`config.mk`:
```
export PLATFORM = sky130hd
export DESIGN_NAME = bmf_ram
export DESIGN_NICKNAME = d
export VERILOG_FILES = /design/src/hw/rtl/bmf_ram.sv
export SDC_FILE = /design/constraint.sdc
export NUM_CORES = 1
export LEC_CHECK = 0
export BUFFER_PORTS_ARGS = -buffer_cell sky130_fd_sc_hd__buf_4
export CAP_MARGIN = 5
export CORE_AREA = 2 2 118 120
export DETAILED_ROUTE_END_ITERATION = 6
export DIE_AREA = 0 0 120 122
export PLACE_DENSITY_LB_ADDON = 0.3
export SLEW_MARGIN = 20
export SYNTH_ARGS = -nofsm -noshare
export SYNTH_HDL_FRONTEND = slang
export SYNTH_SLANG_ARGS = --single-unit
export TNS_END_PERCENT = 10
```
`constraint.sdc`:
```
create_clock -name clk -period 3.7 [get_ports clk]
set_input_delay 0.74 -clock clk [delete_from_list [all_inputs] [get_ports clk]]
set_output_delay 0.74 -clock clk [all_outputs]
set_load 0.03 [all_outputs]
```
`src/hw/rtl/bmf_ram.sv`:
```
// ----------------------------------------------------------------------------
// bmf_ram
// Generic simple dual-port RAM: one write port, one read port, registered read.
// ----------------------------------------------------------------------------
module bmf_ram #(
    parameter int WIDTH = 8,
    parameter int DEPTH = 16
) (
    input  logic                     clk,
    input  logic                     wr_en,
    input  logic [$clog2(DEPTH)-1:0] wr_addr,
    input  logic [WIDTH-1:0]         wr_data,
    input  logic                     rd_en,
    input  logic [$clog2(DEPTH)-1:0] rd_addr,
    output logic [WIDTH-1:0]         rd_data
);

    logic [WIDTH-1:0] mem [DEPTH];
    logic [WIDTH-1:0] rd_data_reg;

    // Write and read; read data holds until the next read
    always_ff @(posedge clk)
    begin
        if (wr_en)
        begin
            mem[wr_addr] <= wr_data;
        end
        if (rd_en)
        begin
            rd_data_reg <= mem[rd_addr];
        end
    end

    assign rd_data = rd_data_reg;

endmodule

```
After elaboration in Yosys (flattened, before gate mapping)
Memories as Yosys holds them, arrays and structs flattened. A register that Yosys moved wholly into a read port is not among the register bits.
Index checks and enable logic that the tools add are counted.
{"block": "op_classes", "n_mux": 2}
{"op": "$mux 1", "count": 2}
{"block": "word_totals", "register_bits": 0, "ram_bits": 128, "out_inout_bits": 8, "n_memories": 1}
{"memory": "mem", "words": 16, "word_bits": 8, "read_ports": 1, "rd_ports_with_merged_regs": 1, "wr": 1, "line": "18", "rtl": "logic [WIDTH-1:0] mem [DEPTH];"}

Depth between registers and ports, before layout
{"block": "depth", "word_depth": 2, "mapped_depth": 5, "depth_no_buf": 3}

Worst setup path before layout
No wires, ideal clock.
{"block": "synth_timing", "path_type": "input to register", "startpoint": "in wr_addr[2]", "endpoint": "mem mem[0][0], enable pin", "setup_time_ns": 0.383, "arrival_ns": 1.850, "required_time_ns": 3.317, "path_slack_ns": 1.467, "path_stages": 2, "cell_sequence": "or3b_2 > nor3_1"}
{"item": "start, declared", "line": "11", "rtl": "input logic [$clog2(DEPTH)-1:0] wr_addr,"}
{"item": "end, declared", "line": "18"}
No word-level cell before the write port.

Final worst setup path
{"block": "layout_timing", "startpoint": "in wr_addr[2]", "endpoint": "mem mem[3][5], enable pin"}
No word-level cell before the write port.

==> flow_summary.toml <==
[global_routing]
vias_in_the_first_global_route = 2480
grt_max_degree = 33
grt.total_usage_pct = 15.58
initial_antenna_violation_count = 0
grt_overflow = 0
first_pass_grt_wire_length_um = 15620

[clock_network]
ctsResizeCount = 0
clk_path_buf_depth = 2
cts_hold_buf = 0
tritoncts = "built"
cts.repair_timing.setup_buffer_count = 0
cts.sink_count = 136
clkTransAtPathRegs_ps = 60
numCtsBuffers = 17
cts-htree-levels = 4
ctsRootBufferMaster = "clkbuf_16"
clock_insertion_delay_worst_skew_ps = 410

[sta]
finalSetupViolations = 0
finalSetupTns_ps = 0
max_freq_mhz = 469.7
finalCritPeriodShare_pct = 57.54
timing.final.ws_setup_ps = 1571
rsz0062_at_grt = "no"
fin_hold_ws_ps = 636.4
slew_headroom_pct = 32.90
tightest_slew_ps = 1003
final-hold-violation-count = 0
layout_min_cycle_time_ps = 2129
final.setup_skew_ps = 8.359
timing.final.max_slew_violations = 0

[synthesis]
syn_nets = 248
syn-instance-count = 229
ys.warnings.count = 0
synth_sequential_area_ratio_pct = 78.12
synthDistinctLibCells = 18
synthesis.area_per_instance_um2 = 22.83
synth.ff_latch_count = 136
synth.cell_area_um2 = 5228

[floorplan]
placeable_core_region_um2 = 13500
rows = 43
ios = 27
initial_utilization_pct = 38.71
die_width_um = 120
floorplan.die_area_um2 = 14640
die_height_um = 122

[cells_and_area]
largest_reg_flops = 128
post_route_cells_drive_above_1_share_pct = 26.88
n_fill_cell = 1147
syn2layout_area_growth_pct = 16.87
final_antenna_diode_count = 0
fin_nets = 287

[critical_path]
crit_arrival_ps = 2160
crit-reg2reg-capture = "rd_data[0]"
timing.setup.critical_path_class = "primary input to flip-flop"
worstPathMaxFanout = 8
timing.critical_path.to_type = "flip-flop"
ff2ff_setup_slack_ps = 2170
timing.critical_path.required_ps = 3730
r2r_start = "mem[6][0]"
worst-r2r-cell-count = 3
setup.worst_path.start_class = "primary input"

[drt]
drt-initial-drc-count = 208
num_vias = 2433
drt_pre_antenna_iters = 4
ant_nets = 0
detail_route.vias_per_cell = 5.301
route.detailed.drc = 0
postRouteWirelength_um = 10440
wire_per_inst_um = 22.74

[pwr]
p_clk_share_pct = 43.6
ir_drop_mv = 0.3413
share_comb_of_total_power_pct = 5.1
power.switching_fraction_pct = 20.56
power_frac_seq_pct = 51.2
power.static_leakage_nw = 2.002
netSwitchingPower_mw = 0.7014
power.density_cell_area_nw_per_um2 = 558.3
power_report.internal_total_mw = 2.709

[placed_design]
post-place-ws_ps = 1120
dp.final_hpwl_um = 6442
io_buffer_count = 26
place.gp.congestion = 0.7060

[run]
cap_viol_max_count = 0

[hold_path]
hold_path_class = "primary input to flip-flop"
timing.hold.worst.start = "wr_data[1]"
min_delay_path_depth = 1
worst_hold_path.endpoint = "mem[14][1]"

[status]
outcome = "completed"
## synthesized netlist by cell type, drive strengths merged
cell,n,area [um^2]
nand3,1,5.000
mux4,32,773.2
and2b,1,7.510
nand3b,2,15.01
a22oi,16,120.1
nor2b,1,6.260
clkdlybuf4s25,3,30.03
or3b,1,8.760
nor2,13,48.80
nor3,4,20.02
and2,1,6.260
buf,7,56.30
edfxtp,136,4084
nand2b,2,12.51
nand2,9,33.78
## metrics by stage
stage	utilization, %	cell area (um^2)	power, mW	cells
6_report	45.24	6110	3.411	459
5_1_grt	45.24	6110	3.502	459
4_1_cts	45.24	6110	3.432	459
3_5_place_dp	41.41	5592	1.957	429
3_3_place_gp	41.41	5592	1.953	429
2_1_floorplan	-	5228	1.878	229
## cell families after synthesis
kind of cell,Yosys count,synth area share [%]
flops,136,78.12
simple gates,35,3.136
mux,32,14.79
compound gates,16,2.298
buf+inv,10,1.651
## per-layer routing
layer | vias to the layer above | GRT usage (%) | part of all wire, %
met5 | - | 0 | 0
met4 | 0 | 5.515 | 0.74
met3 | 9 | 4.354 | 4.9
met2 | 78 | 24.25 | 49
met1 | 1291 | 21.19 | 45
li1 | 1055 | - | -
## cells in the final DEF (no fill, tap or decap)
cell type | Yosys | layout
a22oi_1 | 16 | 16
and2_1 | 1 | 1
and2b_1 | 1 | 1
buf_4 | 1 | 30
bufinv_16 | 0 | 1
clkbuf_1 | 0 | 2
clkbuf_16 | 0 | 17
clkinv_1 | 0 | 2
clkinv_2 | 0 | 5
clkinvlp_4 | 0 | 3
edfxtp_1 | 136 | 136
mux4_1 | 14 | 14
mux4_2 | 18 | 18
nand2_1 | 9 | 9
nand2b_1 | 2 | 2
nand3_1 | 1 | 1
nand3b_1 | 2 | 2
nor2_1 | 13 | 13
nor2b_1 | 1 | 1
nor3_1 | 4 | 4
or3b_2 | 1 | 1
## cell type report
class                      count  area [um^2]  area share [%]
clock buffer                  19        432.9           7.086
tap                          180        225.2           3.686
timing repair buffer          30        225.2           3.686
clock inverter                11        85.08           1.393
multi-input combinational     83         1057           17.30
sequential                   136         4084           66.84
## worst max-delay path by stage
stage / start / to / slack, ps / depth (start not counted)
2_1_floorplan: wr_addr[2] / mem[0][0] / 1470 / 2
3_3_place_gp: rd_addr[0] / rd_data[0] / 1120 / 4
3_5_place_dp: rd_addr[0] / rd_data[5] / 1120 / 4
4_1_cts: rd_addr[0] / rd_data[5] / 1550 / 4
5_1_grt: rd_addr[0] / rd_data[5] / 1490 / 4
6_report: wr_addr[2] / mem[3][5] / 1570 / 3
## critical path, cell delays in order
cell    delay (ps)
buf_4          130
or3b_2         520
nor2_1         760
## power by group through the flow
stage | clock network, mW | logic [mW] | registers [mW]
detailed placement | 0 | 0.178 | 1.78
global route | 1.56 | 0.188 | 1.75
floorplan | 0 | 0.0876 | 1.79
global placement | 0 | 0.175 | 1.78
CTS | 1.51 | 0.178 | 1.75
finish | 1.49 | 0.175 | 1.75
No activity file was read; power rests on OpenSTA's default activity.
