File: config.mk
export PLATFORM = sky130hd
export DESIGN_NAME = bmf_cfg
export DESIGN_NICKNAME = d
export VERILOG_FILES = /design/src/hw/rtl/bmf_pkg.sv /design/src/hw/rtl/bmf_cfg.sv
export SDC_FILE = /design/constraint.sdc
export NUM_CORES = 1
export LEC_CHECK = 0
export ABC_AREA = 1
export BUFFER_PORTS_ARGS = -buffer_cell sky130_fd_sc_hd__buf_2
export CAP_MARGIN = 10
export CORE_ASPECT_RATIO = 1.75
export CORE_MARGIN = 4
export CORE_UTILIZATION = 41
export CTS_BUF_LIST = sky130_fd_sc_hd__clkbuf_2 sky130_fd_sc_hd__clkbuf_4 sky130_fd_sc_hd__clkbuf_8
export CTS_CLUSTER_DIAMETER = 30
export CTS_CLUSTER_SIZE = 25
export DETAILED_ROUTE_END_ITERATION = 8
export PLACE_DENSITY = 0.79
export SYNTH_ARGS = -nofsm -noshare
export SYNTH_HDL_FRONTEND = slang
export SYNTH_SLANG_ARGS = --single-unit
export TNS_END_PERCENT = 100
File: constraint.sdc
create_clock -name clk -period 0.96 [get_ports clk]
set_input_delay 0.096 -clock clk [delete_from_list [all_inputs] [get_ports clk]]
set_output_delay 0.096 -clock clk [all_outputs]
set_load 0.02 [all_outputs]
File: src/hw/rtl/bmf_pkg.sv
// ----------------------------------------------------------------------------
// bmf_pkg
// Shared constants, types and register codes of the box mean filter.
// ----------------------------------------------------------------------------
package bmf_pkg;

    // Window geometry
    localparam int RADIUS     = 2;
    localparam int WIN        = 2 * RADIUS + 1;
    localparam int AREA       = WIN * WIN;
    localparam int LINES      = 2 * RADIUS;

    // Frame limits
    localparam int MAX_WIDTH  = 1024;
    localparam int MAX_HEIGHT = 4096;

    // Field widths
    localparam int PIX_W      = 8;
    localparam int WIDTH_W    = 11;
    localparam int HEIGHT_W   = 13;
    localparam int COL_W      = 10;
    localparam int ROW_W      = 12;

    // Line buffer: one word per column holds the previous rows of that column
    localparam int LINE_W     = PIX_W * LINES;
    localparam int LADDR_W    = $clog2(MAX_WIDTH);

    // Sum widths
    localparam int PIX_MAX    = (1 << PIX_W) - 1;
    localparam int CSUM_W     = $clog2(WIN * PIX_MAX + 1);
    localparam int SUM_W      = $clog2(AREA * PIX_MAX + 1);

    // Floor division by AREA as a multiply by a rounded-up reciprocal
    localparam int RECIP_SHIFT = SUM_W + $clog2(AREA);
    localparam int RECIP       = ((1 << RECIP_SHIFT) + AREA - 1) / AREA;
    localparam int PROD_W      = RECIP_SHIFT + PIX_W;

    // Register port
    localparam int APB_ADDR_W = 3;
    localparam int APB_DATA_W = 32;
    localparam int REG_IDX_W  = APB_ADDR_W - 2;

    localparam logic [REG_IDX_W-1:0] REG_IMAGE_WIDTH  = REG_IDX_W'(0);
    localparam logic [REG_IDX_W-1:0] REG_IMAGE_HEIGHT = REG_IDX_W'(1);

    localparam logic [WIDTH_W-1:0]  WIDTH_RESET  = WIDTH_W'(1024);
    localparam logic [HEIGHT_W-1:0] HEIGHT_RESET = HEIGHT_W'(480);

    // Effective frame size and restart strobe from the register block
    typedef struct packed {
        logic [WIDTH_W-1:0]  width;
        logic [HEIGHT_W-1:0] height;
        logic                restart;
    } frame_cfg_t;

    // Position of the incoming pixel and what it produces
    typedef struct packed {
        logic [COL_W-1:0] col;
        logic [ROW_W-1:0] row;
        logic             emit;
        logic             last;
    } scan_pos_t;

    // Side information that travels with a result
    typedef struct packed {
        logic [ROW_W-1:0] center_row;
        logic [COL_W-1:0] center_col;
        logic             last;
    } result_tag_t;

endpackage

File: src/hw/rtl/bmf_cfg.sv
// ----------------------------------------------------------------------------
// bmf_cfg
// Frame size registers behind the APB port, clamped to the supported range.
// ----------------------------------------------------------------------------
module bmf_cfg (
    input  logic                                clk,
    input  logic                                rst_n,
    input  logic                                psel,
    input  logic                                penable,
    input  logic                                pwrite,
    input  logic [bmf_pkg::APB_ADDR_W-1:0]      paddr,
    input  logic [bmf_pkg::APB_DATA_W-1:0]      pwdata,
    output logic [bmf_pkg::APB_DATA_W-1:0]      prdata,
    output logic                                pready,
    output bmf_pkg::frame_cfg_t                 cfg
);

    import bmf_pkg::*;

    logic [WIDTH_W-1:0]   width_reg;
    logic [WIDTH_W-1:0]   width_next;
    logic [HEIGHT_W-1:0]  height_reg;
    logic [HEIGHT_W-1:0]  height_next;
    logic [REG_IDX_W-1:0] reg_idx;
    logic                 wr;
    logic                 restart;

    assign reg_idx = paddr[APB_ADDR_W-1:2];
    assign wr      = psel && penable && pwrite;

    // Decode the write request
    always_comb
    begin
        width_next  = width_reg;
        height_next = height_reg;
        restart     = 1'b0;
        if (wr)
        begin
            case (reg_idx)
                REG_IMAGE_WIDTH:
                begin
                    width_next = pwdata[WIDTH_W-1:0];
                    restart    = 1'b1;
                end
                REG_IMAGE_HEIGHT:
                begin
                    height_next = pwdata[HEIGHT_W-1:0];
                    restart     = 1'b1;
                end
                default:
                begin
                    restart = 1'b0;
                end
            endcase
        end
    end

    always_ff @(posedge clk or negedge rst_n)
    begin
        if (!rst_n)
        begin
            width_reg  <= WIDTH_RESET;
            height_reg <= HEIGHT_RESET;
        end
        else
        begin
            width_reg  <= width_next;
            height_reg <= height_next;
        end
    end

    // Read back the stored values
    always_comb
    begin
        case (reg_idx)
            REG_IMAGE_WIDTH:  prdata = APB_DATA_W'(width_reg);
            REG_IMAGE_HEIGHT: prdata = APB_DATA_W'(height_reg);
            default:          prdata = '0;
        endcase
    end

    assign pready = 1'b1;

    // Clamp: zero counts as one, oversize counts as the maximum
    always_comb
    begin
        if (width_reg == '0)
        begin
            cfg.width = WIDTH_W'(1);
        end
        else if (width_reg > WIDTH_W'(MAX_WIDTH))
        begin
            cfg.width = WIDTH_W'(MAX_WIDTH);
        end
        else
        begin
            cfg.width = width_reg;
        end

        if (height_reg == '0)
        begin
            cfg.height = HEIGHT_W'(1);
        end
        else if (height_reg > HEIGHT_W'(MAX_HEIGHT))
        begin
            cfg.height = HEIGHT_W'(MAX_HEIGHT);
        end
        else
        begin
            cfg.height = height_reg;
        end

        cfg.restart = restart;
    end

endmodule

# Yosys cells after proc, flatten, opt, wreduce, memory -nomap -nowiden

Index checks and enable logic that the tools add are counted.
W data, S select, Z words.

$add $sub $neg: 0
Multipliers: 0
Divide/modulo/power cells: 0
$lt $le $gt $ge: 2
Eq/ne operators: 0
Shifts and indexed selects: 0
Multiplexer cells: 6
Bitwise operators: 1
Reductions and logical operators: 6

Operator list:

| kind                   | number |
|---|---|
| $pmux W32 S2           | 1 |
| $mux W13               | 2 |
| $mux W11               | 2 |
| $gt A13 B13 Y1 const B | 1 |
| $logic_not A13 Y1      | 1 |
| $gt A11 B11 Y1 const B | 1 |
| $logic_not A11 Y1      | 1 |
| $reduce_and A2 Y1      | 2 |
| $logic_and A1 B1 Y1    | 2 |
| $mux W1                | 1 |
| $not A1 Y1             | 1 |

Register bits after elaboration: 24
Latch bits: 0
Memory bits (writable): 0
Memory bits (read-only): 0
Bits of input ports: 40
Output and inout bits: 58
Word-level logic and storage cells: 17
Memories: 0

# Longest topological paths before layout

Word-level depth: 3
Depth in mapped cells: 7
Mapped depth without buffers: 7

# Worst setup path before layout

OpenSTA, ideal clock, no wires.

Path type: flip-flop to output port
Start: register height_reg[0]
End: output cfg[12] in the netlist's numbering
Arrival time: 1.149 ns
Required time: 0.864 ns
Slack: -0.285 ns
Stages on the path, launching flop included: 6
Path buffers: 0
Path through: dfrtp_1 > nor2_1 > nand2_1 > nor2_4 > nand2_4 > a21boi_1

RTL lines:

| item                   | line          | RTL |
|---|---|---|
| start, declared        | bmf_cfg.sv:22 | `logic [HEIGHT_W-1:0] height_reg;` |
| start signal, assigned | bmf_cfg.sv:68 | `height_reg <= height_next;` |
| end, declared          | bmf_cfg.sv:15 | `output bmf_pkg::frame_cfg_t cfg` |

==> results.cfg <==
[place]
io_buffers = 56
gp_congestion = 0.863
dpl.hpwl_um = 3390

[route]
dr.pass1.iters = 4
drc = 0
viasPerCell = 4.68
ant_nets = 0
wl_per_cell_um = 14.8
wl_um = 5270
drtIter0Drc = 56
vias = 1669

[status]
violations = negative setup slack
outcome = finished with violations

[finish]
syn2layout_area_growth_pct = 67.4
multi_input_area_um2 = 1070
drive_above_1_share = 0.667
nNetsFinal = 350
ff_latch_area_um2 = 608
diodes = 0
largest_reg_flops = 13
finalCoreUtilization = 0.725
fillCellCount = 268

[sta]
fmax_mhz = 598
post-route-period-util = 1.74
finClkSkew_ns = 0
setup_viol = 39
fin_crit_ns = 1.67
rsz0062_at_grt = true
fin_ws_ns = -0.713
finalHoldViolCount = 0
final_max_slew_viol_count = 0

[synthesis]
synth_top_area_share = 0.278
synth-seq-area-share = 0.355
synthFlopType = dfrtp_1
synth_top_family_by_area = simple AND/OR/NAND/NOR gates
netlist_area_um2 = 1710
yosys.area_share.simple = 0.230
muxShareOfSynthArea = 0
synthTopCellsByArea = dfrtp_1, o21ai_2, nand2_1, buf_4, dfstp_2
synthAdderAreaFrac = 0
synth_top_cells_by_count = nand2_1, inv_1, nor2_1
synth.most_common_cell = nand2_1
synth_edf_count = 0
syn_avg_cell_area_um2 = 7.73
yosysWarnings = 0
synth.distinct_cells = 25
synth-compound-area-share = 0.190
synth_top_cell_by_area = dfrtp_1
synth-seq-cells = 24
netlist_instances = 221
async_reset_ff_frac = 1.00
synth_xor_area_frac = 0

[cts]
h-tree-depth = 1
cts_tree = yes
clk_pin_slew_ns = 0.08
numCtsBuffers = 3
cts_sinks = 24
cts_buffer_depth = 2
clock-root-buffer = clkbuf_8
clock_latency_ns = 0.27

[power_and_ir_drop]
power_mw = 5.34
p_per_area_nw_per_um2 = 1870
vdd_drop_max_mv = 1.49
p_leak_nw = 1.46

[global_routing]
grt_use_total = 0.191
grt_pass1_wl_um = 7850
grt_max_degree = 25
grt_pass1_vias = 1735
grt_overflow = 0
antenna_found_initial = 0

[floorplan]
die_x_um = 56.8
start_util = 0.433
rows = 30
ioPinCount = 98
fp.dieH_um = 93.4
core_area_um2 = 3940
design.die.area_um2 = 5300

[critical_path]
worstPathRequired_ns = 0.86
critPathLaunchType = flop
end_kind = primary output
path_class = reg -> out
cp_max_fo = 8
critPathMaxStageDelay_ns = 0.40
cpMaxStageDelayCell = dfrtp_1
path_cells = nor2_2, nand3_1, o21ai_2, bufinv_8, nor2_4, buf_6
cp.arrival_ns = 1.58

[flow_run]
cap_viol_max_count = 0

[min_path]
hold_class = in -> reg
## worst max-delay path, delay by kind of cell, from the launching register on
family	cells	cell delay (ns)
simple gates	3	0.37
buf+inv	2	0.37
flops	1	0.40
compound gates	1	0.15
## report_power, final
part / internal, mW / total, mW / switching, mW
logic: 1.57 / 3.26 / 1.69
clock network: 0.367 / 0.682 / 0.316
registers: 1.23 / 1.40 / 0.169
## layer usage
metal / vias up / GRT usage / part of all wire
met5: - / 0 / 0
li1: 815 / - / -
met4: 0 / 0.0948 / 0.035
met1: 778 / 0.190 / 0.35
met3: 15 / 0.0166 / 0.042
met2: 61 / 0.378 / 0.57
## what timing repair did
action / 4_1_cts / 5_1_grt
hold endpoints to repair: 21 / 0
hold buffers: 1 / 0
pin swaps: 13 / 14
gates resized for setup: 114 / 37
endpoints found under the setup margin: 38 / 37
setup buffers: 6 / 7
cloned: 2 / 0
## placed cells by master (no fill, tap or decap), types with 2 or more instances in the layout
cell / count
nand2_1: 34
a21boi_4: 3
buf_4: 25
buf_6: 48
conb_1: 20
nand2_4: 6
nor2_4: 13
inv_4: 6
nor2_1: 6
nor2_2: 8
nand3_1: 3
buf_12: 2
a21boi_2: 5
o21ai_2: 32
inv_2: 6
dfstp_2: 5
buf_2: 19
clkbuf_8: 4
inv_1: 19
nand2_2: 15
dfrtp_1: 18
nand2_8: 2
## final timing paths
kind | end | cells past startpoint | from | slack [ns]
max | cfg[19] | 6 | width_reg[5]$_DFFE_PN0P_ | -0.71
min | height_reg[5]$_DFFE_PN1P_ | 3 | pwdata[5] | 0.08
max reg2reg | height_reg[6]$_DFFE_PN1P_ | 4 | height_reg[6]$_DFFE_PN1P_ | -0.01
min reg2reg | height_reg[2]$_DFFE_PN0P_ | 3 | height_reg[2]$_DFFE_PN0P_ | 0.60
max in group asynchronous | width_reg[10]$_DFFE_PN1P_ | 3 | rst_n | 0.27
min in group asynchronous | height_reg[9]$_DFFE_PN0P_ | 2 | rst_n | 0.24
## through the flow
step	setup TNS, ns	hold slack [ns]	setup slack (ns)	std cells	cell area (um^2)
finish	-16.98	0.0796	-0.713	357	2860
CTS	-16.65	0.0777	-0.693	352	2710
floorplan	-3.48	-0.200	-0.240	239	1910
global placement	-8.21	-0.0108	-0.354	342	2250
detailed placement	-9.37	-0.00681	-0.381	342	2250
global route	-18.80	0.0894	-0.750	357	2860
## logic make-up after synthesis
group                  count (synthesis)
and+or+nand+nor                       89
DFF                                   24
other                                  2
AOI/OAI and AO/OA                     42
buffers and inverters                 64
## cell type report
cell class,count,area share
multi-input cells,152,0.375
flip-flops and latches,24,0.213
inverters,32,0.0521
well taps,48,0.0210
repair buffers,97,0.319
clock buffers,4,0.0193
(Power assumes the default switching activity.)
