`src/hw/rtl/bmf_pkg.sv`:
```
// ----------------------------------------------------------------------------
// bmf_pkg
// Shared constants, types and register codes of the box mean filter.
// ----------------------------------------------------------------------------
package bmf_pkg;

    // Window geometry
    localparam int RADIUS     = 2;
    localparam int WIN        = 2 * RADIUS + 1;
    localparam int AREA       = WIN * WIN;
    localparam int LINES      = 2 * RADIUS;

    // Frame limits
    localparam int MAX_WIDTH  = 1024;
    localparam int MAX_HEIGHT = 4096;

    // Field widths
    localparam int PIX_W      = 8;
    localparam int WIDTH_W    = 11;
    localparam int HEIGHT_W   = 13;
    localparam int COL_W      = 10;
    localparam int ROW_W      = 12;

    // Line buffer: one word per column holds the previous rows of that column
    localparam int LINE_W     = PIX_W * LINES;
    localparam int LADDR_W    = $clog2(MAX_WIDTH);

    // Sum widths
    localparam int PIX_MAX    = (1 << PIX_W) - 1;
    localparam int CSUM_W     = $clog2(WIN * PIX_MAX + 1);
    localparam int SUM_W      = $clog2(AREA * PIX_MAX + 1);

    // Floor division by AREA as a multiply by a rounded-up reciprocal
    localparam int RECIP_SHIFT = SUM_W + $clog2(AREA);
    localparam int RECIP       = ((1 << RECIP_SHIFT) + AREA - 1) / AREA;
    localparam int PROD_W      = RECIP_SHIFT + PIX_W;

    // Register port
    localparam int APB_ADDR_W = 3;
    localparam int APB_DATA_W = 32;
    localparam int REG_IDX_W  = APB_ADDR_W - 2;

    localparam logic [REG_IDX_W-1:0] REG_IMAGE_WIDTH  = REG_IDX_W'(0);
    localparam logic [REG_IDX_W-1:0] REG_IMAGE_HEIGHT = REG_IDX_W'(1);

    localparam logic [WIDTH_W-1:0]  WIDTH_RESET  = WIDTH_W'(1024);
    localparam logic [HEIGHT_W-1:0] HEIGHT_RESET = HEIGHT_W'(480);

    // Effective frame size and restart strobe from the register block
    typedef struct packed {
        logic [WIDTH_W-1:0]  width;
        logic [HEIGHT_W-1:0] height;
        logic                restart;
    } frame_cfg_t;

    // Position of the incoming pixel and what it produces
    typedef struct packed {
        logic [COL_W-1:0] col;
        logic [ROW_W-1:0] row;
        logic             emit;
        logic             last;
    } scan_pos_t;

    // Side information that travels with a result
    typedef struct packed {
        logic [ROW_W-1:0] center_row;
        logic [COL_W-1:0] center_col;
        logic             last;
    } result_tag_t;

endpackage

```
`src/hw/rtl/bmf_pipe.sv`:
```
// ----------------------------------------------------------------------------
// bmf_pipe
// Window datapath: column sums, window sum, reciprocal divide, output register.
// ----------------------------------------------------------------------------
module bmf_pipe (
    input  logic                              clk,
    input  logic                              rst_n,
    input  logic                              accept,
    input  bmf_pkg::scan_pos_t                pos,
    input  logic [bmf_pkg::PIX_W-1:0]         pixel,
    input  logic [bmf_pkg::LINE_W-1:0]        line_rd,
    output logic                              pixel_stall,
    output logic                              line_wr_en,
    output logic [bmf_pkg::LADDR_W-1:0]       line_wr_addr,
    output logic [bmf_pkg::LINE_W-1:0]        line_wr_data,
    output logic                              result_valid,
    input  logic                              result_stall,
    output logic [bmf_pkg::PIX_W-1:0]         mean_value,
    output logic [bmf_pkg::ROW_W-1:0]         center_row,
    output logic [bmf_pkg::COL_W-1:0]         center_col,
    output logic                              frame_last
);

    import bmf_pkg::*;

    // Stage 1: pixel with its line buffer column
    logic              s1_valid_reg;
    scan_pos_t         s1_pos_reg;
    logic [PIX_W-1:0]  s1_pixel_reg;

    // Stage 2: column sums of the window
    logic [CSUM_W-1:0] colsum_reg [WIN];
    logic              s2_valid_reg;
    result_tag_t       s2_tag_reg;

    // Stage 3: window sum
    logic              s3_valid_reg;
    result_tag_t       s3_tag_reg;
    logic [SUM_W-1:0]  s3_sum_reg;

    // Output register
    logic              out_valid_reg;
    result_tag_t       out_tag_reg;
    logic [PIX_W-1:0]  out_mean_reg;

    logic              out_free;
    logic              s3_free;
    logic              s2_free;
    logic              s1_free;
    logic              s1_adv;
    logic              s2_adv;
    logic              s3_adv;
    logic [CSUM_W-1:0] colsum_new;
    logic [SUM_W-1:0]  win_sum;
    logic [PROD_W-1:0] prod;
    result_tag_t       s1_tag;

    // Handshake: a stage moves when the next one is empty or moving
    assign out_free = !out_valid_reg || !result_stall;
    assign s3_free  = !s3_valid_reg || out_free;
    assign s2_free  = !s2_valid_reg || s3_free;
    assign s1_free  = !s1_valid_reg || s2_free;
    assign s1_adv   = s1_valid_reg && s2_free;
    assign s2_adv   = s2_valid_reg && s3_free;
    assign s3_adv   = s3_valid_reg && out_free;

    assign pixel_stall = !s1_free;

    // Sum the new column: incoming pixel plus the rows above it
    always_comb
    begin
        colsum_new = CSUM_W'(s1_pixel_reg);
        for (int k = 0; k < LINES; k++)
        begin
            colsum_new = colsum_new + CSUM_W'(line_rd[k*PIX_W +: PIX_W]);
        end
    end

    // Push the pixel down the column word; the oldest row drops out
    assign line_wr_en   = s1_adv;
    assign line_wr_addr = LADDR_W'(s1_pos_reg.col);
    assign line_wr_data = {line_rd[LINE_W-PIX_W-1:0], s1_pixel_reg};

    // Center of the window that this pixel completes
    always_comb
    begin
        s1_tag.center_row = s1_pos_reg.row - ROW_W'(RADIUS);
        s1_tag.center_col = s1_pos_reg.col - COL_W'(RADIUS);
        s1_tag.last       = s1_pos_reg.last;
    end

    // Add the column sums across the window
    always_comb
    begin
        win_sum = '0;
        for (int k = 0; k < WIN; k++)
        begin
            win_sum = win_sum + SUM_W'(colsum_reg[k]);
        end
    end

    // Floor divide by the window area
    assign prod = PROD_W'(s3_sum_reg) * PROD_W'(RECIP);

    // Valid bits
    always_ff @(posedge clk or negedge rst_n)
    begin
        if (!rst_n)
        begin
            s1_valid_reg  <= 1'b0;
            s2_valid_reg  <= 1'b0;
            s3_valid_reg  <= 1'b0;
            out_valid_reg <= 1'b0;
        end
        else
        begin
            if (accept)
            begin
                s1_valid_reg <= 1'b1;
            end
            else if (s1_adv)
            begin
                s1_valid_reg <= 1'b0;
            end

            if (s1_adv)
            begin
                s2_valid_reg <= s1_pos_reg.emit;
            end
            else if (s2_adv)
            begin
                s2_valid_reg <= 1'b0;
            end

            if (s2_adv)
            begin
                s3_valid_reg <= 1'b1;
            end
            else if (s3_adv)
            begin
                s3_valid_reg <= 1'b0;
            end

            if (s3_adv)
            begin
                out_valid_reg <= 1'b1;
            end
            else if (!result_stall)
            begin
                out_valid_reg <= 1'b0;
            end
        end
    end

    // Payload registers
    always_ff @(posedge clk)
    begin
        if (accept)
        begin
            s1_pos_reg   <= pos;
            s1_pixel_reg <= pixel;
        end

        if (s1_adv)
        begin
            colsum_reg[0] <= colsum_new;
            for (int k = 1; k < WIN; k++)
            begin
                colsum_reg[k] <= colsum_reg[k-1];
            end
            s2_tag_reg <= s1_tag;
        end

        if (s2_adv)
        begin
            s3_sum_reg <= win_sum;
            s3_tag_reg <= s2_tag_reg;
        end

        if (s3_adv)
        begin
            out_mean_reg <= prod[RECIP_SHIFT +: PIX_W];
            out_tag_reg  <= s3_tag_reg;
        end
    end

    assign result_valid = out_valid_reg;
    assign mean_value   = out_mean_reg;
    assign center_row   = out_tag_reg.center_row;
    assign center_col   = out_tag_reg.center_col;
    assign frame_last   = out_tag_reg.last;

endmodule

```
`config.mk`:
```
export PLATFORM = sky130hd
export DESIGN_NAME = bmf_pipe
export DESIGN_NICKNAME = d
export VERILOG_FILES = /design/src/hw/rtl/bmf_pkg.sv /design/src/hw/rtl/bmf_pipe.sv
export SDC_FILE = /design/constraint.sdc
export NUM_CORES = 1
export LEC_CHECK = 0
export ABC_CLOCK_PERIOD_IN_PS = 5880
export CAP_MARGIN = 20
export CORE_ASPECT_RATIO = 0.6
export CORE_MARGIN = 5
export CORE_UTILIZATION = 25
export DETAILED_ROUTE_END_ITERATION = 8
export DONT_BUFFER_PORTS = 1
export PLACE_DENSITY = 0.45
export RECOVER_POWER = 100
export SLEW_MARGIN = 20
export SYNTH_ARGS = -nofsm -noshare
export SYNTH_HDL_FRONTEND = slang
export SYNTH_SLANG_ARGS = --single-unit
export TNS_END_PERCENT = 30
```
`constraint.sdc`:
```
create_clock -name clk -period 5.88 [get_ports clk]
set_input_delay 0.882 -clock clk [delete_from_list [all_inputs] [get_ports clk]]
set_output_delay 0.882 -clock clk [all_outputs]
set_load 0.02 [all_outputs]
```
# Word-level counts from Yosys, hierarchy flattened
# Memories as Yosys holds them, arrays and structs flattened.
# Index checks and enable logic that the tools add are counted.
# op_classes
n_reduce_logical	16
n_eq_ne	1
n_addsub	10
n_mux	10
multipliers	1
# ops
operator	n
$add 13x11->13	2
$mul 13x13->25 const B	1
$add 12x11->13	1
$add 11x11->12	1
$sub 12x2->12 const B	1
$add 10x8->11	1
$add 11x8->11	1
$add 9x8->10	1
$mux 1	10
$sub 10x2->10 const B	1
$add 8x8->9	1
$logic_not 1->1	6
$reduce_bool 2->1	3
$logic_or 1x1->1	4
$logic_and 1x1->1	3
$ne 2x1->1 const B	1
# word_totals
mem_count	1
ramBits	55
out_inout_bits	76
inputBits	68
elab_cells	59
reg_bits	126
# memory_table
name	words	width	read_ports	rd_ports_with_merged_regs	wr	line_no	rtl
colsum_reg	5	11	5	0	5	bmf_pipe.sv:32	logic [CSUM_W-1:0] colsum_reg [WIN];

# Logic depth before layout (Yosys ltp)
# logic_depth
ltp_word	7
mapped_depth	18
mapped_depth_nobuf	18

# Worst setup path after synthesis
# OpenSTA, ideal clock, no wires.
# synth_timing
path_kind	reg-to-reg
start	register s3_sum_reg[10]
end	register out_mean_reg[3], in the netlist mean_value[3], data pin
setup_slack_ps	1300
t_arrival_ps	4321
setup_time_ps	259
t_required_ps	5621
synth_period_minus_slack_ps	4580
path_stages_with_launch	16
n_path_buf	0
path_cell_list	edfxtp_1 fa_1 ha_1 inv_1 fa_1 inv_1 fa_1 inv_1 fa_1 inv_1 ha_1 nand3_1 or2_2 o21ai_1 a41oi_1 xnor2_1
# synth_between
elab_chain_cells	1
# synth_rtl
element	line_no	rtl
from (decl)	bmf_pipe.sv:39	logic [SUM_W-1:0] s3_sum_reg;
from (signal assigned)	bmf_pipe.sv:176	s3_sum_reg <= win_sum;
$mul 13x13->25	bmf_pipe.sv:103	assign prod = PROD_W'(s3_sum_reg) * PROD_W'(RECIP);
via prod[21]	bmf_pipe.sv:55	logic [PROD_W-1:0] prod;
to (signal assigned)	bmf_pipe.sv:182	out_mean_reg <= prod[RECIP_SHIFT +: PIX_W];
to (decl)	bmf_pipe.sv:44	logic [PIX_W-1:0] out_mean_reg;
# The timed path passes the listed nets, and every way through them passes these cells.
# A chain may end at the register's enable or synchronous reset.

# Final worst setup path
# Same ends and word-level chain as after synthesis.

==> results.txt <==
----------------------------------------------------
[Synth]
  Top post-synthesis cells by count ... sky130_fd_sc_hd__edfxtp_1 (177), sky130_fd_sc_hd__inv_1 (128), sky130_fd_sc_hd__ha_1 (117)
  Post-synthesis average cell area ... 14.5 um^2
  Syn Std Cell Area ... 11,100 um^2
  Most numerous cell in the Yosys netlist ... sky130_fd_sc_hd__edfxtp_1
  Count of flip-flops with a built-in enable after synthesis ... 177
  Cells after Synth ... 762
  Number of storage elements in the synthesis netlist ... 181
  FFs w/ async S/R, synth ... 0.0221
  Prevailing post-synth register cell ... sky130_fd_sc_hd__edfxtp_1
  Top post-synthesis cells by area ... sky130_fd_sc_hd__edfxtp_1 (48%), sky130_fd_sc_hd__fa_1 (20%), sky130_fd_sc_hd__ha_1 (13%)
  Yosys cell types ... 43
  Syn. warnings ... 0
  Sequential cell area fraction in the yosys report ... 0.490
  Biggest area consumer among synthesized cells ... sky130_fd_sc_hd__edfxtp_1
  Area share of the largest cell type after synthesis ... 0.481
  Synthesized netlist net count ... 1,058

[Worst hold path]
  Classification of the worst-slack hold path ... primary input to async pin

[Timing]
  Final setup viols ... 0
  Final hold violations ... 0
  Final period util ... 0.884
  Fmax ... 192 MHz
  Max-Slew Margin vs Limit ... -0.448
  Count of final max-slew check failures ... 130
  Worst Max-Slew Pin Slew ... 2.17 ns
  RSZ-0062 raised after global routing ... no
  Final total negative setup slack ... 0 ns
  Minimum clock period ... 5.20 ns
  Max Clock Skew ... 0.0102 ns

[Drt]
  Iteration-0 DRC count of the detailed router ... 292
  Met2 wire length ... 8710 um
  Topmost layer with routed signal wires ... met4
  Post-detailed-route DRC marker count ... 0
  Final Routed Wirelength ... 20,100 um
  Number of routed nets with antenna violations ... 0
  Routed len/inst ... 15.0 um
  First-pass iteration count of the detailed router ... 4
  DR vias ... 5,312
  Met1 wire length ... 10,500 um
  Mean number of vias per cell ... 3.96
  Met3 Routed Length ... 634 um

[Critical path]
  Required time reported for the critical path endpoint ... 6.07 ns
  Capture instance of the worst register-to-register path ... mean_value[3]
  Reg-to-Reg Start ... s3_sum_reg[10]
  R2r setup slk ... 0.68 ns
  Startpoint Class ... flip-flop
  Critical path capture point ... mean_value[3]
  Critical Path, Cell by Cell ... fa_1 -> ha_1 -> inv_1 -> fa_1 -> inv_1 -> fa_1 -> inv_1 -> fa_1 -> inv_1 -> ha_1 -> nand3_1 -> or2_2 -> o21ai_0 -> a41oi_1 -> xnor2_1
  Largest stage delay, worst path ... 0.60 ns
  Critical path start-end classification ... flip-flop to flip-flop
  Slowest stage cell, crit path ... sky130_fd_sc_hd__o21ai_0
  Arrival time at the worst endpoint ... 5.39 ns
  Cell depth of the worst flop-to-flop path ... 15
  Kind of end point of the critical path ... flip-flop
  Origin of the worst setup path ... s3_sum_reg[10]
  Highest fanout seen on the critical path ... 7

[Final layout]
  Share of final-layout standard cells stronger than drive strength 1 ... 0.0512
  Number of diodes added for antenna fixing ... 0
  Total Nets Final ... 1,045
  Flip-flop and latch area ... 5420 um^2
  Area growth, synth to finish ... 9.44%
  Multi-input logic area ... 4890 um^2
  Number of flip-flops in the largest register ... 55
  Final-layout fill cell count ... 4,437
  Design Area, Final ... 12,100 um^2

[Clocking]
  Clock transition at the registers of the reported paths ... 0.07 ns
  Clock latency on the worst-skew pair ... 0.44 ns
  # Post-CTS Setup Buffers ... 0
  TritonCTS clock tree ... done
  Number of levels in the clock H-tree ... 4
  Total number of clock tree sinks ... 181
  # resized after CTS ... 0
  Hold buffer count at CTS ... 0
  CTS max path bufs ... 2
  TritonCTS Buffers ... 17
  Clock Root Buffer ... sky130_fd_sc_hd__clkbuf_16

[Floorplanning]
  Starting utilization of the core area ... 0.254
  DIE AREA ... 48,700 um^2
  Placeable Area ... 43,600 um^2
  Num ports ... 144
  DIE WIDTH ... 282 um
  Floorplan die height ... 173 um
  Row cnt ... 59

[GRT]
  Total routing usage reported by global routing ... 0.0864
  Pin count of the biggest net entering global routing ... 64
  Aggregate global routing overflow ... 0
  Global-route wire length before repair ... 32,700 um
  Initial antenna violation count ... 0
  Via count of the first global-routing pass ... 5,670

[Run]
  Maximum capacitance violations ... 4

[Place]
  Port bufs ... 0
  Global placement routability congestion ... 0.787
  Half-perimeter wire length after detailed placement ... 16,100 um
  Cell area reported after detailed placement ... 11,600 um^2

[Status]
  Violations in the final reports ... max-capacitance violations, max-slew violations
  Run status ... finished with violations

----------------------------------------------------
critical path: cells and delay by family, from the launching register on:
family	cells	cell delay, ns
AND/OR/NAND/NOR	2	0.47
flip-flops	1	0.58
AO/OA/AOI/OAI	2	0.82
adder cells (fa/ha/maj)	6	2.71
XOR/XNOR	1	0.16
buffers and inverters	4	0.21
kinds of logic after synthesis:
group / Yosys count / share of synthesized area
fa+ha+maj: 228 / 0.333
flops: 181 / 0.490
buf+inv: 163 / 0.0675
simple gates: 87 / 0.0389
compound gates: 62 / 0.0381
xor+xnor: 41 / 0.0325
worst min-delay path by stage:
stage / to / slack, ns / depth (start not counted)
floorplan: center_col[0] / 0.40 / 0
global placement: center_row[0] / 0.40 / 0
detailed placement: center_col[3] / 0.40 / 0
CTS: result_valid / 0.09 / 0
global route: result_valid / 0.09 / 0
finish: result_valid / 0.13 / 0
per-stage QoR:
step	util	worst slack, ns	std cells	hold WS (ns)
CTS	0.279	0.836	1340	0.0937
finish	0.278	0.684	1341	0.128
floorplan	-	1.30	762	0.400
global route	0.278	0.352	1341	0.0864
global placement	0.265	0.885	1308	0.402
detailed placement	0.265	0.862	1308	0.405
layer usage:
metal  track usage  up-vias
met4        0.0257        0
met3        0.0216       15
li1              -     2562
met2         0.122       90
met5             0        -
met1         0.131     2645
placed cells by master, fill, tap and decap left out, types with 3 or more instances in the layout:
cell type / instances
sky130_fd_sc_hd__and3_1: 4
sky130_fd_sc_hd__xor2_1: 16
sky130_fd_sc_hd__or3_1: 3
sky130_fd_sc_hd__nor4_1: 5
sky130_fd_sc_hd__xnor2_1: 25
sky130_fd_sc_hd__nand4_1: 5
sky130_fd_sc_hd__dfrtp_1: 4
sky130_fd_sc_hd__nand2_1: 18
sky130_fd_sc_hd__nand3_1: 5
sky130_fd_sc_hd__inv_8: 7
sky130_fd_sc_hd__o211ai_1: 6
sky130_fd_sc_hd__o21ai_0: 11
sky130_fd_sc_hd__or2_2: 3
sky130_fd_sc_hd__a31oi_1: 3
sky130_fd_sc_hd__ha_1: 117
sky130_fd_sc_hd__nor3_1: 11
sky130_fd_sc_hd__nor2_1: 22
sky130_fd_sc_hd__a21boi_0: 5
sky130_fd_sc_hd__nor2b_1: 5
sky130_fd_sc_hd__a21o_1: 9
sky130_fd_sc_hd__a21oi_1: 16
sky130_fd_sc_hd__edfxtp_1: 177
sky130_fd_sc_hd__inv_1: 128
sky130_fd_sc_hd__inv_6: 3
sky130_fd_sc_hd__fa_1: 111
sky130_fd_sc_hd__clkbuf_16: 17
cell type report:
type	count	area share
repair buffers	3	0.00103
clock inverters	15	0.0127
well taps	579	0.0599
flip-flops and latches	181	0.447
clock buffers	17	0.0351
multi-input cells	418	0.404
inverters	128	0.0397
Power is left out: the tool's default activity adds up to more than one toggle a clock period on the data nets, which glitch-free logic cannot reach.
