`config.mk`:
```
export PLATFORM = sky130hd
export DESIGN_NAME = bmf_scan
export DESIGN_NICKNAME = d
export VERILOG_FILES = /design/src/hw/rtl/bmf_pkg.sv /design/src/hw/rtl/bmf_scan.sv
export SDC_FILE = /design/constraint.sdc
export NUM_CORES = 1
export LEC_CHECK = 0
export BUFFER_PORTS_ARGS = -buffer_cell sky130_fd_sc_hd__buf_2
export CAP_MARGIN = 20
export CORE_MARGIN = 4
export CORE_UTILIZATION = 43
export CTS_CLUSTER_DIAMETER = 60
export CTS_CLUSTER_SIZE = 40
export DETAILED_ROUTE_END_ITERATION = 10
export PLACE_DENSITY = 0.81
export RECOVER_POWER = 25
export SLEW_MARGIN = 20
export SYNTH_ARGS = -nofsm -noshare
export SYNTH_HDL_FRONTEND = slang
export SYNTH_SLANG_ARGS = --single-unit
export TNS_END_PERCENT = 100
```
`constraint.sdc`:
```
create_clock -name clk -period 2.66 [get_ports clk]
set_clock_uncertainty 0.15 [all_clocks]
set_input_delay 0.399 -clock clk [delete_from_list [all_inputs] [get_ports clk]]
set_output_delay 0.399 -clock clk [all_outputs]
set_load 0.02 [all_outputs]
```
`src/hw/rtl/bmf_pkg.sv`:
```
// ----------------------------------------------------------------------------
// bmf_pkg
// Shared constants, types and register codes of the box mean filter.
// ----------------------------------------------------------------------------
package bmf_pkg;

    // Window geometry
    localparam int RADIUS     = 2;
    localparam int WIN        = 2 * RADIUS + 1;
    localparam int AREA       = WIN * WIN;
    localparam int LINES      = 2 * RADIUS;

    // Frame limits
    localparam int MAX_WIDTH  = 1024;
    localparam int MAX_HEIGHT = 4096;

    // Field widths
    localparam int PIX_W      = 8;
    localparam int WIDTH_W    = 11;
    localparam int HEIGHT_W   = 13;
    localparam int COL_W      = 10;
    localparam int ROW_W      = 12;

    // Line buffer: one word per column holds the previous rows of that column
    localparam int LINE_W     = PIX_W * LINES;
    localparam int LADDR_W    = $clog2(MAX_WIDTH);

    // Sum widths
    localparam int PIX_MAX    = (1 << PIX_W) - 1;
    localparam int CSUM_W     = $clog2(WIN * PIX_MAX + 1);
    localparam int SUM_W      = $clog2(AREA * PIX_MAX + 1);

    // Floor division by AREA as a multiply by a rounded-up reciprocal
    localparam int RECIP_SHIFT = SUM_W + $clog2(AREA);
    localparam int RECIP       = ((1 << RECIP_SHIFT) + AREA - 1) / AREA;
    localparam int PROD_W      = RECIP_SHIFT + PIX_W;

    // Register port
    localparam int APB_ADDR_W = 3;
    localparam int APB_DATA_W = 32;
    localparam int REG_IDX_W  = APB_ADDR_W - 2;

    localparam logic [REG_IDX_W-1:0] REG_IMAGE_WIDTH  = REG_IDX_W'(0);
    localparam logic [REG_IDX_W-1:0] REG_IMAGE_HEIGHT = REG_IDX_W'(1);

    localparam logic [WIDTH_W-1:0]  WIDTH_RESET  = WIDTH_W'(1024);
    localparam logic [HEIGHT_W-1:0] HEIGHT_RESET = HEIGHT_W'(480);

    // Effective frame size and restart strobe from the register block
    typedef struct packed {
        logic [WIDTH_W-1:0]  width;
        logic [HEIGHT_W-1:0] height;
        logic                restart;
    } frame_cfg_t;

    // Position of the incoming pixel and what it produces
    typedef struct packed {
        logic [COL_W-1:0] col;
        logic [ROW_W-1:0] row;
        logic             emit;
        logic             last;
    } scan_pos_t;

    // Side information that travels with a result
    typedef struct packed {
        logic [ROW_W-1:0] center_row;
        logic [COL_W-1:0] center_col;
        logic             last;
    } result_tag_t;

endpackage

```
`src/hw/rtl/bmf_scan.sv`:
```
// ----------------------------------------------------------------------------
// bmf_scan
// Raster position counters: row and column of the next pixel of the frame.
// ----------------------------------------------------------------------------
module bmf_scan (
    input  logic                 clk,
    input  logic                 rst_n,
    input  bmf_pkg::frame_cfg_t  cfg,
    input  logic                 accept,
    output bmf_pkg::scan_pos_t   pos
);

    import bmf_pkg::*;

    logic [COL_W-1:0]    col_reg;
    logic [COL_W-1:0]    col_next;
    logic [ROW_W-1:0]    row_reg;
    logic [ROW_W-1:0]    row_next;
    logic [WIDTH_W-1:0]  col_inc;
    logic [HEIGHT_W-1:0] row_inc;
    logic                row_end;
    logic                frame_end;

    assign col_inc   = WIDTH_W'(col_reg) + WIDTH_W'(1);
    assign row_inc   = HEIGHT_W'(row_reg) + HEIGHT_W'(1);
    assign row_end   = (col_inc >= cfg.width);
    assign frame_end = (row_inc >= cfg.height);

    // Describe the pixel about to be taken
    always_comb
    begin
        pos.col  = col_reg;
        pos.row  = row_reg;
        pos.emit = (row_reg >= ROW_W'(LINES)) && (col_reg >= COL_W'(LINES));
        pos.last = (col_inc == cfg.width) && (row_inc == cfg.height);
    end

    // Advance in raster order; restart on a register write
    always_comb
    begin
        col_next = col_reg;
        row_next = row_reg;
        if (cfg.restart)
        begin
            col_next = '0;
            row_next = '0;
        end
        else if (accept)
        begin
            if (row_end)
            begin
                col_next = '0;
                row_next = frame_end ? '0 : row_reg + ROW_W'(1);
            end
            else
            begin
                col_next = col_reg + COL_W'(1);
            end
        end
    end

    always_ff @(posedge clk or negedge rst_n)
    begin
        if (!rst_n)
        begin
            col_reg <= '0;
            row_reg <= '0;
        end
        else
        begin
            col_reg <= col_next;
            row_reg <= row_next;
        end
    end

endmodule

```
# Word-level counts from Yosys, hierarchy flattened
# Cells that the tools add are included.
# op_classes
add_sub_neg,4
magnitude_cmp,4
n_eq_ne,2
n_mux,7
n_reduce_logical,5
# op_table
cell,count
$mux 12,4
$mux 10,3
$add 12x1->13 const B,1
$eq 13x13->1,1
$ge 13x13->1,1
$add 12x1->12 const B,1
$ge 12x3->1 const B,1
$add 10x1->11 const B,1
$eq 11x11->1,1
$ge 11x11->1,1
$add 10x1->10 const B,1
$ge 10x3->1 const B,1
$reduce_bool 2->1,2
$logic_and 1x1->1,2
$reduce_and 2->1,1
# word_totals
regBits,22
in_bits,28
word_cells,24

# Longest topological paths before layout
# Gate-level depths: netlist (run 1).
# depth
depth_word,6
depth_mapped,12

# Least setup slack after synthesis (run 1)
# OpenSTA, ideal clock, no wires.
# synth_timing
path_type,register to register
startpoint,register col_reg[0]
endpoint,register row_reg[5]
setup_ns,0.121
arrival_ns,2.706
required_ns,2.389
slack_ns,-0.317
path_stages_with_launch,12
period_less_slack_ns,2.977
cell_sequence,dfrtp_1 ha_1 nand3_1 nor2_1 nand3_1 xnor2_1 ha_1 nand4_1 or3_4 a41o_4 buf_6 a22o_1
# synth_between
elab_chain_cells,4
# synth_rtl
item,line,text
"start, declared",bmf_scan.sv:15,logic [COL_W-1:0] col_reg;
"start signal, assigned",bmf_scan.sv:71,col_reg <= col_next;
$add 10x1->11,bmf_scan.sv:24,assign col_inc = WIDTH_W'(col_reg) + WIDTH_W'(1);
$ge 11x11->1,bmf_scan.sv:26,assign row_end = (col_inc >= cfg.width);
$reduce_bool 2->1 (no line),-,
$reduce_and 2->1 (no line),-,
"end signal, assigned",bmf_scan.sv:72,row_reg <= row_next;
"end, declared",bmf_scan.sv:17,logic [ROW_W-1:0] row_reg;
# Every way passes these cells.
# A chain may end at the register's enable or synchronous reset.

==> results by group, run 1 <==
Cells and area
  – Layout cells sized above 1: 47.9%
  – Commonest non-fill, non-tap cells in the layout: buf_4 (57), buf_2 (49), inv_1 (28)
  – Area occupied by multi-input gates: 0.00142 mm2
  – Most common cell after layout, fill and taps aside: buf_4
  – Post-route cell area: 0.00294 mm2
  – Syn-to-layout area delta: 54.0%
  – Number of flip-flops in the largest register: 12
  – Register area: 562 um2
  – Final Core Density: 71.0%
  – # nets final: 389
  – Fillers: 317
  – Diodes inserted: 0

Synthesis
  – Seq/Total Area, Yosys: 28.8%
  – Share of the synthesized area in the top cell type: 28.8%
  – Syn. warnings: 0
  – Syn Nets: 273
  – Gate Count Post-Synth: 216
  – Top cells by area, synth: dfrtp_1 (29%), ha_1 (19%), a22o_1 (7.8%), inv_1 (5.5%), xnor2_1 (4.1%)
  – Number of synthesized register bits: 22
  – Synthesized area per cell: 8.85 um2
  – Largest area contributor in the netlist: dfrtp_1
  – Unique masters post-synth: 35
  – Synthesized area: 0.00191 mm2

Drt
  – DRC violation count after routing: 0
  – Vias: 2,053
  – Via-to-Cell Ratio: 5.40
  – Antenna-violating nets left: 0
  – Routed WL per cell: 15.7 um
  – DR pass1 iterations: 4
  – Initial DRC count: 87
  – Total routed wirelength: 5.97 mm

Floorplanning
  – Core Footprint: 0.00414 mm2
  – Initial Util: 46.1%
  – Die Height: 74.7 um
  – # IOs: 52
  – Total die area: 0.00557 mm2
  – Die width: 74.7 um
  – Cell row count: 23

Place
  – Placement Setup Slack: -0.113 ns
  – Post-place instance area: 0.00256 mm2
  – DP HPWL: 4.19 mm
  – I/O Buffers: 51
  – Placer Congestion: 0.927

Clock tree
  – CTS Sinks: 22
  – Clock latency at the later pin of the worst-skew pair: 0.25 ns
  – H-tree levels: 1
  – Clock Path Buffers: 2
  – Number of buffers created by CTS: 3
  – Clk pin slew, worst setup/hold paths: 0.07 ns
  – TritonCTS clock tree: built
  – CTS root buffer: clkbuf_8

Timing
  – Worst slew margin relative to its limit: 16.9%
  – Fin crit period: 3.01 ns
  – Fin worst setup slack: -0.352 ns
  – Fin. Hold Viols: 0
  – Final slew viol count: 0
  – FMAX: 332 MHz
  – Worst slew pin tran: 1.25 ns
  – Unrepaired setup endpoints after global routing: true
  – Crit share post-route: 113%
  – Setup violations, final: 22
  – Hold_ws: 0.469 ns

GRT
  – Initial antenna violation count: 0
  – Vias in the first global route: 2,044
  – Tot GR Track Use: 22.5%
  – Largest net degree at the start of global routing: 23
  – First-pass GRT wire length: 9.52 mm
  – Total congestion overflow: 0

Pwr
  – Total power draw: 894 uW
  – PD cells: 304 mW/mm2
  – VDD IR max: 174 uV
  – Leakage Power: 0.00162 uW

Min path
  – Hold Path Class: flip-flop to flip-flop

Critical path
  – Critical path launch point type: flip-flop
  – CP Capture Type: output port
  – Type of the worst setup path: flip-flop to output port
  – Arrival time worst endpoint: 2.46 ns
  – Max FO, Critical Path: 4
  – Worst Path Required: 2.11 ns

Run status
  – Failing checks: setup timing
  – Status: finished, violations left

Job
  – Max Cap Viol: 0
## worst max-delay path: stages, from the launching register on
cell and delay (ns):
dfrtp_2 0.44, nand4_1 0.21, buf_4 0.20, nor2_4 0.04, xor2_2 0.18, ha_1 0.28, nand2_1 0.07, nor3_2 0.23
nand4_1 0.24, nor2_4 0.20, buf_6 0.13
## area by class of cell
cell class,count,area share [%]
multi-input cells,163,48.1
repair buffers,114,25.6
flip-flops and latches,22,19.1
inverters,28,3.57
well taps,50,2.13
clock buffers,3,1.40
## cell families after synthesis
kind of cell | count (synthesis) | share of synthesized area (%)
mux | 1 | 0.589
buf+inv | 33 | 6.94
flops | 22 | 28.8
compound gates | 40 | 15.8
simple gates | 73 | 20.6
xor+xnor | 18 | 8.25
fa+ha+maj | 29 | 19.0
## cell usage after synthesis
| cell | number |
|---|---|
| or3_4 | 1 |
| inv_1 | 28 |
| dfrtp_1 | 22 |
| and3_1 | 3 |
| clkbuf_1 | 3 |
| mux2_2 | 1 |
| xor2_1 | 9 |
| xnor2_1 | 9 |
| o311ai_1 | 1 |
| nor2_2 | 1 |
| buf_2 | 1 |
| buf_6 | 1 |
| o21ai_1 | 3 |
| nor2b_1 | 1 |
| nand2b_1 | 4 |
| o21bai_1 | 3 |
| nand3b_1 | 1 |
| nor4_1 | 4 |
| nor2_8 | 1 |
| nand3_1 | 12 |
| a221o_1 | 1 |
| o21ai_0 | 4 |
| a21oi_1 | 8 |
| or4_1 | 2 |
| a41o_4 | 1 |
| a211oi_1 | 1 |
| ha_1 | 29 |
| and4_1 | 1 |
| nand4_1 | 8 |
| nor2_1 | 13 |
| or2_2 | 2 |
| a22o_1 | 17 |
| nand2_1 | 13 |
| a21o_1 | 1 |
| nor3_1 | 6 |
## where the power goes
| group | internal [uW] | leakage (uW) | total, uW | switching, uW |
|---|---|---|---|---|
| sequential | 353 | 0.000288 | 372 | 18.9 |
| combinational | 148 | 0.00131 | 322 | 174 |
| clock | 101 | 0.0000216 | 199 | 98.6 |
## metrics by stage
stage               TNS (ns)  std cells
finish                 -3.49        380
global route           -6.17        380
CTS                    -1.35        374
detailed placement    -0.685        352
global placement      -0.348        352
floorplan             -0.188        216
## worst paths after layout
check | startpoint | to | slack [ns] | depth (start not counted)
hold / removal | col_reg[9] | col_reg[9] | 0.47 | 1
max in group asynchronous | rst_n | row_reg[5] | 0.75 | 2
hold reg to reg | col_reg[9] | col_reg[9] | 0.47 | 1
min in group asynchronous | rst_n | col_reg[3] | 0.79 | 2
setup reg to reg | row_reg[0] | row_reg[4] | -0.33 | 13
setup / recovery | row_reg[0] | pos[0] | -0.35 | 10
## what timing repair did
item                                    CTS  global route
buffers inserted                         19             6
endpoints found under the setup margin   19            23
gates cloned                              2             0
gates resized for setup                  28             7
hold buffers                              1             0
hold endpoints to repair                 22             0
pin swaps                                17             7
## per-layer routing
layer / vias to the layer above / global-route usage (%) / share of wire (%)
met3: 14 / 3.07 / 6.5
met5: - / 0 / 0
met2: 73 / 40.7 / 52
li1: 1001 / - / -
met4: 0 / 8.89 / 2.3
met1: 965 / 26.8 / 39
Note: power is estimated with default switching activity, not from simulation.
==> run 2: changes to the inputs <==
--- a/config.mk
+++ b/config.mk
@@ -12,6 +12,7 @@
 export CTS_CLUSTER_DIAMETER = 60
 export CTS_CLUSTER_SIZE = 40
 export DETAILED_ROUTE_END_ITERATION = 10
+export GPL_TIMING_DRIVEN = 0
 export PLACE_DENSITY = 0.81
 export RECOVER_POWER = 25
 export SLEW_MARGIN = 20
==> run 2 against run 1 <==
Net effect:
- the run still ends with setup timing left
- sequential power up 2%
- non-clock buffer count decreased by 40
- worst hold slack worse by 0.028 ns
- sequential share of layout area rose by 2.5 points
- clock power grew 61%
- worst setup slack got worse by 0.085 ns
- design area is 11% lower
- cell count is 11% lower
- sequential cell count did not move
- combinational power fell by 6%
- critical path type unchanged
- critical endpoint unchanged
- highest routed layer unchanged
==> results by group, run 2 (same netlist as run 1, synthesis figures left out) <==
Critical path
  – Critical path launch point type: flip-flop
  – Worst Path Required: 2.11 ns
  – Type of the worst setup path: flip-flop to output port
  – CP Capture Type: output port
  – Max FO, Critical Path: 9
  – Slowest CP cell: dfrtp_2
  – Arrival time worst endpoint: 2.55 ns
  – CP dominant cell by count: nand4_1
  – Slowest stage delay, CP: 0.47 ns
  – CP Cell Sequence: nand4_1, nor2_2, nand2_2, xnor2_2, ha_1, nand4_1, nor3_2, nand4_1, nor2_1, buf_4

Place
  – Placer Congestion: 0.843
  – Cell total after placement: 317
  – Placement Setup Slack: -0.408 ns
  – I/O Buffers: 51
  – Post-place instance area: 0.00230 mm2
  – DP HPWL: 3.64 mm

GRT
  – Vias in the first global route: 1,718
  – Tot GR Track Use: 17.7%
  – Initial antenna violation count: 0
  – First-pass GRT wire length: 7.59 mm
  – Total congestion overflow: 0
  – Largest net degree at the start of global routing: 23

Drt
  – Routed WL per cell: 15.3 um
  – DR pass1 iterations: 4
  – Met3 WL: 299 um
  – Top routing layer in use: met4
  – Via-to-Cell Ratio: 5.51
  – Antenna-violating nets left: 0
  – Met1 wire length: 2.15 mm
  – DRC violation count after routing: 0
  – Initial DRC count: 58
  – Total routed wirelength: 5.19 mm
  – Vias: 1,873
  – Met2 wire length: 2.63 mm

Cells and area
  – Final Core Density: 63.4%
  – Layout cells sized above 1: 40.7%
  – Register area: 567 um2
  – Number of flip-flops in the largest register: 12
  – Area occupied by multi-input gates: 0.00138 mm2
  – # nets final: 348
  – Most common cell after layout, fill and taps aside: buf_2
  – Final non-filler cell total: 340
  – Diodes inserted: 0
  – Fillers: 376
  – Commonest non-fill, non-tap cells in the layout: buf_2 (49), inv_1 (28), ha_1 (27)
  – Post-route cell area: 0.00263 mm2
  – Syn-to-layout area delta: 37.6%

Floorplanning
  – Cell row count: 23
  – Core Footprint: 0.00414 mm2
  – # IOs: 52
  – Total die area: 0.00557 mm2
  – Die width: 74.7 um
  – Die Height: 74.7 um
  – Initial Util: 46.1%

Timing
  – Fin worst setup slack: -0.437 ns
  – Fin. Hold Viols: 0
  – Unrepaired setup endpoints after global routing: true
  – Setup violations, final: 21
  – FMAX: 323 MHz
  – Fin crit period: 3.10 ns
  – Final slew viol count: 0
  – Worst slew margin relative to its limit: 16.2%
  – Hold_ws: 0.441 ns
  – Crit share post-route: 116%
  – Worst slew pin tran: 1.26 ns

Run status
  – Failing checks: setup timing
  – Status: finished, violations left

Clock tree
  – Clk pin slew, worst setup/hold paths: 0.09 ns
  – Clock Path Buffers: 2
  – H-tree levels: 1
  – Clock latency at the later pin of the worst-skew pair: 0.27 ns
  – CTS Sinks: 22
  – Number of buffers created by CTS: 3
  – TritonCTS clock tree: built
  – CTS root buffer: clkbuf_8

Pwr
  – PD cells: 381 mW/mm2
  – VDD IR max: 217 uV
  – Leakage Power: 0.00142 uW

Min path
  – Hold Path Class: flip-flop to flip-flop

Job
  – Max Cap Viol: 0
==> run 2: path summary, 6_finish.rpt <==
check                      cells past startpoint  slack (ns)  startpoint          to
setup / recovery                              10       -0.44  row_reg[2]      pos[0]
hold / removal                                 1        0.44  row_reg[7]  row_reg[7]
setup reg to reg                              13       -0.31  row_reg[2]  row_reg[4]
hold reg to reg                                1        0.44  row_reg[7]  row_reg[7]
max in group asynchronous                      2        0.76       rst_n  row_reg[5]
min in group asynchronous                      2        0.77       rst_n  col_reg[4]
==> run 2: timing repair <==
action | CTS | global route
pin swaps | 5 | 5
hold buffers | 1 | 0
buffers inserted | 13 | 6
gates cloned | 0 | 1
endpoints found under the setup margin | 23 | 24
gates resized for setup | 12 | 17
hold endpoints to repair | 22 | 0
==> run 2: per-stage QoR <==
stage	total power, uW	setup TNS (ns)
2_1_floorplan	555	-0.188
3_3_place_gp	632	-4.67
3_5_place_dp	642	-5.39
4_1_cts	986	-1.74
5_1_grt	1050	-6.01
6_report	1000	-3.00
==> run 2: where the power goes <==
group          total, uW  switching (uW)  leakage, uW  internal [uW]
sequential           380            26.4     0.000281            353
combinational        303             159      0.00110            144
clock                320             119    0.0000357            201
total               1000             304      0.00142            699
==> run 2: layer usage <==
layer | vias up | track usage (%)
li1 | 914 | -
met1 | 892 | 22.3
met4 | 0 | 5.93
met2 | 59 | 31.3
met5 | - | 0
met3 | 8 | 2.00
==> run 2: layout make-up <==
type | instances | area share [%]
Tap cell | 50 | 2.38
Clock buffer | 3 | 1.57
Inverter | 28 | 4.00
Multi-Input combinational cell | 162 | 52.4
Clock inverter | 1 | 1.14
Buffer | 3 | 1.00
Sequential cell | 22 | 21.6
Timing Repair Buffer | 71 | 16.0
==> run 2: critical path, delay by kind of cell, from the launching register on <==
kind | cells | cell delay (ns)
flip-flops | 1 | 0.47
AND/OR/NAND/NOR | 7 | 1.21
XOR/XNOR | 1 | 0.15
buffers and inverters | 1 | 0.17
adder cells (fa/ha/maj) | 1 | 0.29
